==> config.mk <==
export PLATFORM = sky130hd
export DESIGN_NAME = hgt_queue
export DESIGN_NICKNAME = d
export VERILOG_FILES = /design/src/rtl/hgt_pkg.sv /design/src/rtl/hgt_queue.sv
export SDC_FILE = /design/constraint.sdc
export NUM_CORES = 1
export LEC_CHECK = 0
export BUFFER_PORTS_ARGS = -buffer_cell sky130_fd_sc_hd__buf_2
export CORE_UTILIZATION = 35
export DETAILED_ROUTE_END_ITERATION = 8
export MAX_ROUTING_LAYER = met4
export PLACE_DENSITY = 0.54
export SLEW_MARGIN = 20
export SYNTH_ARGS = -nofsm -noshare
export SYNTH_HDL_FRONTEND = slang
export SYNTH_SLANG_ARGS = --single-unit
==> constraint.sdc <==
create_clock -name clk -period 4.35 [get_ports clk]
set_input_delay 0.2175 -clock clk [delete_from_list [all_inputs] [get_ports clk]]
set_output_delay 0.2175 -clock clk [all_outputs]
set_load 0.005 [all_outputs]
==> src/rtl/hgt_pkg.sv <==
// ----------------------------------------------------------------------------
// Height grid triangulator package
// Shared widths, register indexes, record layouts and the size clamp.
// ----------------------------------------------------------------------------
package hgt_pkg;

	localparam int ROW_W     = 10;
	localparam int COL_W     = 10;
	localparam int VN_W      = 21;
	localparam int HT_W      = 32;
	localparam int SIZE_W    = 11;
	localparam int CFG_IDX_W = 2;

	localparam logic [SIZE_W-1:0] MAX_ROWS = 11'd1024;
	localparam logic [SIZE_W-1:0] MAX_COLS = 11'd1024;
	localparam logic [SIZE_W-1:0] MIN_SIZE = 11'd2;

	localparam int Q_DEPTH = 4;
	localparam int Q_PTR_W = 2;
	localparam int Q_LVL_W = 3;

	localparam logic [CFG_IDX_W-1:0] REG_NUM_ROWS = 2'd0;
	localparam logic [CFG_IDX_W-1:0] REG_NUM_COLS = 2'd1;
	localparam logic [CFG_IDX_W-1:0] REG_NODATA   = 2'd2;

	localparam logic KIND_SAMPLE = 1'b0;
	localparam logic KIND_TRI    = 1'b1;

	localparam logic [1:0] IDX_SAMPLE = 2'd0;
	localparam logic [1:0] IDX_TRI1   = 2'd1;
	localparam logic [1:0] IDX_TRI2   = 2'd2;

	typedef struct packed {
		logic [SIZE_W-1:0] num_rows;
		logic [SIZE_W-1:0] num_cols;
		logic signed [HT_W-1:0] nodata;
	} cfg_t;

	typedef struct packed {
		logic                   valid;
		logic signed [HT_W-1:0] height;
		logic [VN_W-1:0]        vnum;
	} sample_t;

	typedef struct packed {
		sample_t          e;
		logic [VN_W-1:0]  vn_a;
		logic [VN_W-1:0]  vn_b;
		logic [VN_W-1:0]  vn_d;
		logic [COL_W-1:0] col;
		logic [ROW_W-1:0] row;
		logic             eog;
		logic             tri_pair;
		logic             split_ae;
	} job_t;

	typedef struct packed {
		logic                   kind;
		logic                   valid_res;
		logic [COL_W-1:0]       col_pos;
		logic [ROW_W-1:0]       row_pos;
		logic signed [HT_W-1:0] height_out;
		logic [VN_W-1:0]        corner_a;
		logic [VN_W-1:0]        corner_b;
		logic [VN_W-1:0]        corner_c;
		logic                   last_of_run;
		logic                   end_of_grid;
	} res_t;

	function automatic logic [SIZE_W-1:0] clamp_size(input logic [SIZE_W-1:0] v,
		input logic [SIZE_W-1:0] maxv);
		logic [SIZE_W-1:0] r;
		if (v < MIN_SIZE) begin
			r = MIN_SIZE;
		end else if (v > maxv) begin
			r = maxv;
		end else begin
			r = v;
		end
		return r;
	endfunction

endpackage

==> src/rtl/hgt_queue.sv <==
// ----------------------------------------------------------------------------
// Height grid triangulator job queue
// Four-entry first-in first-out queue between front and back end.
// ----------------------------------------------------------------------------
module hgt_queue (
	input  logic                        clk,
	input  logic                        arst_n,
	input  logic                        push,
	input  hgt_pkg::job_t               din,
	input  logic                        pop,
	output hgt_pkg::job_t               dout,
	output logic                        empty,
	output logic [hgt_pkg::Q_LVL_W-1:0] level
);

	hgt_pkg::job_t               slot_q [0:hgt_pkg::Q_DEPTH-1];
	logic [hgt_pkg::Q_PTR_W-1:0] wr_q;
	logic [hgt_pkg::Q_PTR_W-1:0] rd_q;
	logic [hgt_pkg::Q_LVL_W-1:0] level_q;

	always_ff @(posedge clk or negedge arst_n) begin
		if (!arst_n) begin
			wr_q    <= '0;
			rd_q    <= '0;
			level_q <= '0;
		end else begin
			if (push) begin
				wr_q <= wr_q + 2'd1;
			end
			if (pop) begin
				rd_q <= rd_q + 2'd1;
			end
			level_q <= level_q + hgt_pkg::Q_LVL_W'(push) - hgt_pkg::Q_LVL_W'(pop);
		end
	end

	always_ff @(posedge clk) begin
		if (push) begin
			slot_q[wr_q] <= din;
		end
	end

	assign dout  = slot_q[rd_q];
	assign empty = (level_q == '0);
	assign level = level_q;

endmodule

-- After elaboration in Yosys (flattened, before gate mapping)
Memories as Yosys holds them, arrays and structs flattened.
Cells that the tools add are included.
- memory bits (writable): 560
- flip-flop bits (word level): 7
- output and inout bits: 144
- memories kept: 1
- memory list (name ; words ; width ; read ports ; clocked after memory_dff ; write ports ; RTL line ; text):
    slot_q ; 4 ; 140 ; 1 ; 0 ; 1 ; hgt_queue.sv:16 ; hgt_pkg::job_t slot_q [0:hgt_pkg::Q_DEPTH-1];
- $add $sub $neg: 4
- reductions and logical operators: 1
- muxes and demuxes: 2
- operators by type and width (cell ; count):
    2-bit by 1-bit adder with 2-bit output (second input constant) ; 2
    3-bit by 1-bit adder with 3-bit output ; 1
    3-bit zero test ; 1
    3-bit by 1-bit subtractor with 3-bit output ; 1
    1-bit 2-to-1 mux ; 2

-- Logic depth before layout (Yosys ltp)
Gate-level depths: netlist of the first run.
- depth after elaboration: 2
- depth in mapped cells: 7

-- Worst setup path after synthesis of the first run
OpenSTA, ideal clock, no wires.
- path type: register to register
- start point: register wr_q[0] (netlist bit)
- end point: memory slot_q[0][0] (netlist bit), enable pin
- arrival time: 3.827 ns
- period minus slack after synthesis: 4.343 ns
- cell stages (with the launch flop): 4
- slack: 0.007 ns
- library setup time: 0.516 ns
- path buffers: 0
- cells stage by stage: dfrtp_1 > inv_1 > ha_1 > and2_1
- RTL lines (what ; RTL line ; text):
    start: declaration ; hgt_queue.sv:17 ; logic [hgt_pkg::Q_PTR_W-1:0] wr_q;
    start signal: assignment ; hgt_queue.sv:28 ; wr_q <= wr_q + 2'd1;
    end: declaration ; hgt_queue.sv:16 ;
Straight into the memory's write port.

==> flow_summary.ini, run 1 <==
[run_status]
status = complete, no violations

[timing]
fin_tns_setup_ns = 0
worstMarginPinSlew_ns = 0.712
slew_violations = 0
rsz0062_at_grt = false
hold_violations = 0
holdWs_ns = 0.369
fin_crit_sh_pct = 66.6
post-route-min-period_ns = 2.90
layout_setup_ws_ns = 1.45
max_slew_margin_pct = 52.6
finClkSkew_ns = 0.0258
setup_viol_count_final = 0
fmax_mhz = 345

[power_and_ir_drop]
ir_worst_vdd_mv = 0.423
powerDensity_nw_per_um2 = 636
leakage_uw = 0.00896

[global_route]
use_met3_pct = 3.68
grt_pass1_vias = 10700
met1_usage_pct = 19.2
grt_pass1_wl_um = 65700
busiest_layer = met2
track_usage_pct = 15.1
overflow = 0
met2_usage_pct = 24.4
antenna_found_initial = 3
grt_max_degree = 61

[critical_path]
crit_arrival_ns = 2.68
critPathMaxFanout = 40
cp-end-kind = output port
reg2regPathDepth = 3
required_ns = 4.13
path_class = reg2out
start_kind = flip-flop
cp_cell_sequence = buf_4 > mux4_2 > buf_2
slowest_stage = dfrtp_4
max_stage_delay_ns = 0.87

[clocking]
htreeDepth = 2
cts_sinks = 567
clk_pin_slew_ns = 0.06
postCtsSetupBuffers = 0
cts_tree = built
clockRootBuffer = clkbuf_16
clock_path_buffers = 3
clk_latency_ns = 0.60
numCtsBuffers = 58

[floorplanning]
num_io_pins = 288
rows = 88
die_area_sq_um = 59700
die_w_um = 244
core_area_sq_um = 57900
start_util_pct = 35.5
die_h_um = 244

[detailed_routing]
drc_errors = 0
ant_nets = 0
routedWlPerCell_um = 21.1
routed_via_density = 4.73
wirelength_um = 43200
firstDrtPassIters = 4
vias = 9709
drt_iter0_markers = 583

[place]
place.gp.congestion = 0.709
port_buffers = 287
post-place-cells = 1801
place_ws_ns = 2.00
dp_hpwl_um = 24600

[synth]
yosys.area.top_type_share_pct = 81.8
synth_fp_nets = 916
avgSynthCellArea_sq_um = 26.9
yosysUniqueCellTypes = 16
syn_area_sq_um = 20600
ys_warn_count = 0
synth.ff_latch_count = 567
synthCells = 765
synth_area_leaders = edfxtp_1, mux4_2, dfrtp_1
synth-seq-area-share_pct = 82.6
synth.largest_area_cell = edfxtp_1

[finish]
final_cells = 2054
layout_commonest_cell = edfxtp_1
layout.nets = 1391
drive_above_1_share_pct = 40.7
areaGrowthSynthToFinish_pct = 27.6
final_cell_mix = edfxtp_1, buf_2, dlygate4sd3_1

[worst_hold_path]
hold_path.class = in2reg
hold_depth = 2

[run]
cap_violations = 0
==> final timing paths <==
kind                                startpoint                      end  slack, ns
setup / recovery           rd_q[1]$_DFFE_PN0P_                 dout[72]       1.45
hold / removal                         din[16]  slot_q[1][16]$_DFFE_PP_       0.37
setup reg to reg           wr_q[0]$_DFFE_PN0P_  slot_q[3][75]$_DFFE_PP_       2.16
hold reg to reg            wr_q[0]$_DFFE_PN0P_      wr_q[0]$_DFFE_PN0P_       0.54
max in group asynchronous               arst_n      rd_q[1]$_DFFE_PN0P_       3.39
min in group asynchronous               arst_n      wr_q[1]$_DFFE_PN0P_       0.65
==> critical path: cells and delay by family (launching register included) <==
family	cells	cell delay, ns
flip-flops	1	0.87
buffers and inverters	2	0.74
multiplexers	1	0.41
==> synth_stat cells, drive strengths merged <==
cell type,n
inv,6
clkbuf,4
dfrtp,7
xor2,2
nor3,1
o21ai,1
and2,4
fa,1
edfxtp,560
buf,28
nand2,2
ha,6
xnor2,3
mux4,140
==> cell type report <==
class	count	area, sq um
inverter	6	22.5
sequential	567	17000
clock buffer	74	1510
tap	765	957
multi-input combinational	160	3340
fill	4981	31700
clock inverter	32	288
timing repair buffer	447	3120
antenna	3	7.51
==> stage by stage <==
stage	cell area, sq um	total power (uW)	utilization, %
after CTS	26200	17100	45.3
after floorplan	20600	10300	-
after global placement	23000	12100	39.7
after detailed placement	23000	12200	39.7
after global routing	26300	17600	45.3
final	26300	16700	45.3
==> cell families after synthesis <==
kind of cell	after synthesis	share of synthesized area, %
mux	140	15.3
simple gates	7	0.182
compound gates	1	0.0243
fa+ha+maj	7	0.462
buf+inv	38	1.18
flops	567	82.6
xor+xnor	5	0.213
==> routing by layer <==
| layer | part of all wire [%] | up-vias |
|---|---|---|
| met3 | 5.9 | 58 |
| met5 | 0 | - |
| li1 | - | 4282 |
| met4 | 1.9 | 0 |
| met1 | 43 | 5122 |
| met2 | 49 | 247 |
==> power by group <==
group	total (uW)	internal (uW)	switching (uW)
registers	7480	7140	344
clock network	4720	2740	1990
logic	4500	2230	2270
total	16700	12100	4600
==> timing repair <==
action / CTS / global route
hold buffers: 144 / 0
resized for setup: 0 / 0
hold endpoints to repair: 572 / 0
==> sequential cells by signal, indices dropped and copies added, names as in the netlist <==
| signal | count |
|---|---|
| rd_q | 2 |
| wr_q | 2 |
| level | 3 |
| slot_q | 560 |
(Power assumes the default switching activity.)
==> inputs of run 2 (changes only) <==
ABC_AREA = 1   (was default)
PLACE_DENSITY = 0.53   (was 0.54)
clock period = 2.6 ns   (was 4.35 ns; I/O delays follow)
==> run 2 against run 1 <==
Global-route usage increased by 1.1 points. Die area is 16% higher. Worst hold slack got worse by 0.10 ns. Clock power is 66% higher. Critical endpoint is now dout[55]. Utilization fell by 1.6 points. Combinational power increased by 140%. Highest routed layer unchanged. Total power rose by 85%.
==> flow_summary.ini, run 2 <==
[power_and_ir_drop]
p_int_uw = 20000
p_comb_share_pct = 34.7
total_power_uw = 30900
ir_worst_vdd_mv = 0.878
pwr-share-seq_pct = 40.0
leakage_uw = 0.0135
clock_power_share_pct = 25.3
power_switching_uw = 10900
switching_share_pct = 35.2
powerDensity_nw_per_um2 = 1050

[timing]
slew_violations = 0
finClkSkew_ns = 0.0128
setup_viol_count_final = 0
worstMarginPinSlew_ns = 1.03
fmax_mhz = 415
post-route-min-period_ns = 2.41
rsz0062_at_grt = false
hold_violations = 0
max_slew_margin_pct = 31.6
fin_crit_sh_pct = 92.6
layout_setup_ws_ns = 0.193

[synth]
synth_fa_ha_area_share_pct = 0.396
synth_area_leaders = edfxtp_1, nand2_1, inv_1
ys_warn_count = 0
yosysMostFrequentCell = nand2_1
synth.ff_latch_count = 567
synth-seq-area-share_pct = 70.8
avgSynthCellArea_sq_um = 10.7
synth_edf_count = 560
synthXorXnorAreaFrac_pct = 0.110
yosysUniqueCellTypes = 17
synth_fp_nets = 2390
synthArstFlopShare_pct = 1.23
synth_top_family_by_area = simple AND/OR/NAND/NOR gates
yosys.area.top_type_share_pct = 70.1
synthFlopType = edfxtp_1
synth.largest_area_cell = edfxtp_1
synth_compound_area_share_pct = 0.0209
synthTopCellsByCount = nand2_1, inv_1, edfxtp_1
synth.mux.area_fraction_pct = 0
yosys.area_share.simple_pct = 17.0
synthCells = 2239
syn_area_sq_um = 24000

[worst_hold_path]
hold_depth = 2
hold_path.class = in2reg
min_from = din[115]
whs_endpoint = slot_q[1][115]$_DFFE_PP_

[critical_path]
reg2reg_slack_ns = 0.60
crit_start = rd_q[0]$_DFFE_PN0P_
reg2reg_to = slot_q[3][112]$_DFFE_PP_
reg2reg_from = wr_q[0]$_DFFE_PN0P_
crit_arrival_ns = 2.28
start_kind = flip-flop
crit_buf_inv = 2
critPathTopFamily = buffers and inverters
path_common_cell = nand2_1
required_ns = 2.47
reg2regPathDepth = 4
cp_cell_sequence = buf_4 > nand2_1 > nand3_1 > nand2_1 > buf_2
critPathMaxFanout = 66
max_stage_delay_ns = 0.63
cp-end-kind = output port
path_class = reg2out
slowest_stage = buf_4

[place]
place_ws_ns = 0.549
dp_hpwl_um = 29600
place.gp.congestion = 0.750
port_buffers = 287

[global_route]
antenna_found_initial = 8
overflow = 0
grt_max_degree = 153
grt_pass1_vias = 15400
grt_pass1_wl_um = 84600
track_usage_pct = 16.2

[clocking]
cts_tree = built
postCtsSetupBuffers = 0
clockRootBuffer = clkbuf_16
cts_sinks = 567
htreeDepth = 2
clk_latency_ns = 0.61
numCtsBuffers = 61
clk_pin_slew_ns = 0.06
clock_path_buffers = 3

[detailed_routing]
routedWlPerCell_um = 15.3
vias = 15600
routed_via_density = 4.35
wirelength_um = 54800
firstDrtPassIters = 5
drt_iter0_markers = 860
ant_nets = 0
drc_errors = 0

[finish]
layout_commonest_cell = nand2_1
fin_util_pct = 43.7
fillers = 6313
drive_above_1_share_pct = 14.6
layout.nets = 2810
seqCellArea_sq_um = 17000
final_cell_mix = nand2_1, inv_1, edfxtp_1
regMostFlops = slot_q
multiInputGateArea_sq_um = 4220
areaGrowthSynthToFinish_pct = 23.0
largest_register_ffs = 560

[floorplanning]
die_w_um = 264
die_h_um = 264
core_area_sq_um = 67500
rows = 95
start_util_pct = 35.5
die_area_sq_um = 69600
num_io_pins = 288

[run]
cap_violations = 0

[run_status]
status = complete, no violations
-- run 2: cell types whose count changed after synthesis, moves of 2 or more --
| cell | delta |
|---|---|
| buf_8 | +2 |
| inv_1 | +566 |
| nand3_1 | +281 |
| buf_6 | +12 |
| buf_4 | +3 |
| xnor2_1 | -3 |
| mux4_2 | -140 |
| buf_2 | +44 |
| nand2_1 | +709 |
| and2_1 | -4 |
-- run 2: worst reg2reg max path: stages (launching register included) --
cell and delay, ns:
dfrtp_1 0.42, ha_2 0.21, nand2_2 0.06, clkinvlp_4 0.10, buf_4 0.76
-- run 2: layer usage --
layer	global-route usage, %	wire length [um]	vias to the layer above
li1	-	-	7840
met1	20.5	24300	7312
met2	26.5	26100	362
met3	2.74	3050	90
met4	5.11	1320	0
met5	-	0	-
-- run 2: kinds of logic (layout without fill, tap and decap cells) --
logic type      after synthesis  in the layout
simple gates                993            993
buf+inv                     668           1135
flops                       567            567
fa+ha+maj                     7              7
xor+xnor                      3              3
compound gates                1              1
other cells                   0              8
-- run 2: through the flow --
stage                     cell area [sq um]  cells  TNS (ns)  hold WS, ns
final                                 29500   3587         0        0.266
after global routing                  29500   3587         0        0.257
after CTS                             29500   3579         0        0.227
after detailed placement              26300   3325         0     -0.00291
after global placement                26300   3325         0     -0.00473
after floorplan                       24000   2239   -301.69       -0.166
-- run 2: power groups by stage --
stage | Sequential [uW] | Combinational (uW) | Clock (uW)
finish | 12300 | 10700 | 7820
global route | 12500 | 12000 | 8390
CTS | 12300 | 11000 | 8070
detailed placement | 12500 | 10800 | 0
global placement | 12500 | 10700 | 0
floorplan | 12500 | 6580 | 0
-- run 2: area by class of cell --
class / count / share of cell area, %
sequential: 567 / 57.6
multi-input combinational: 1004 / 14.3
timing repair buffer: 451 / 10.9
inverter: 574 / 7.39
clock buffer: 79 / 5.40
tap: 873 / 3.70
clock inverter: 31 / 0.657
antenna: 8 / 0.0678
-- run 2: how the worst max path moves through the flow --
stage	to	cells after the start
floorplan	slot_q[1][0]$_DFFE_PP_	3
global placement	slot_q[3][38]$_DFFE_PP_	4
detailed placement	slot_q[3][38]$_DFFE_PP_	4
CTS	dout[58]	6
global route	dout[91]	6
finish	dout[55]	5
-- run 2: timing repair --
action	in CTS	in global routing
gates resized for setup	0	1
setup endpoints to repair	0	12
hold buffers	144	0
hold endpoints to repair	572	0
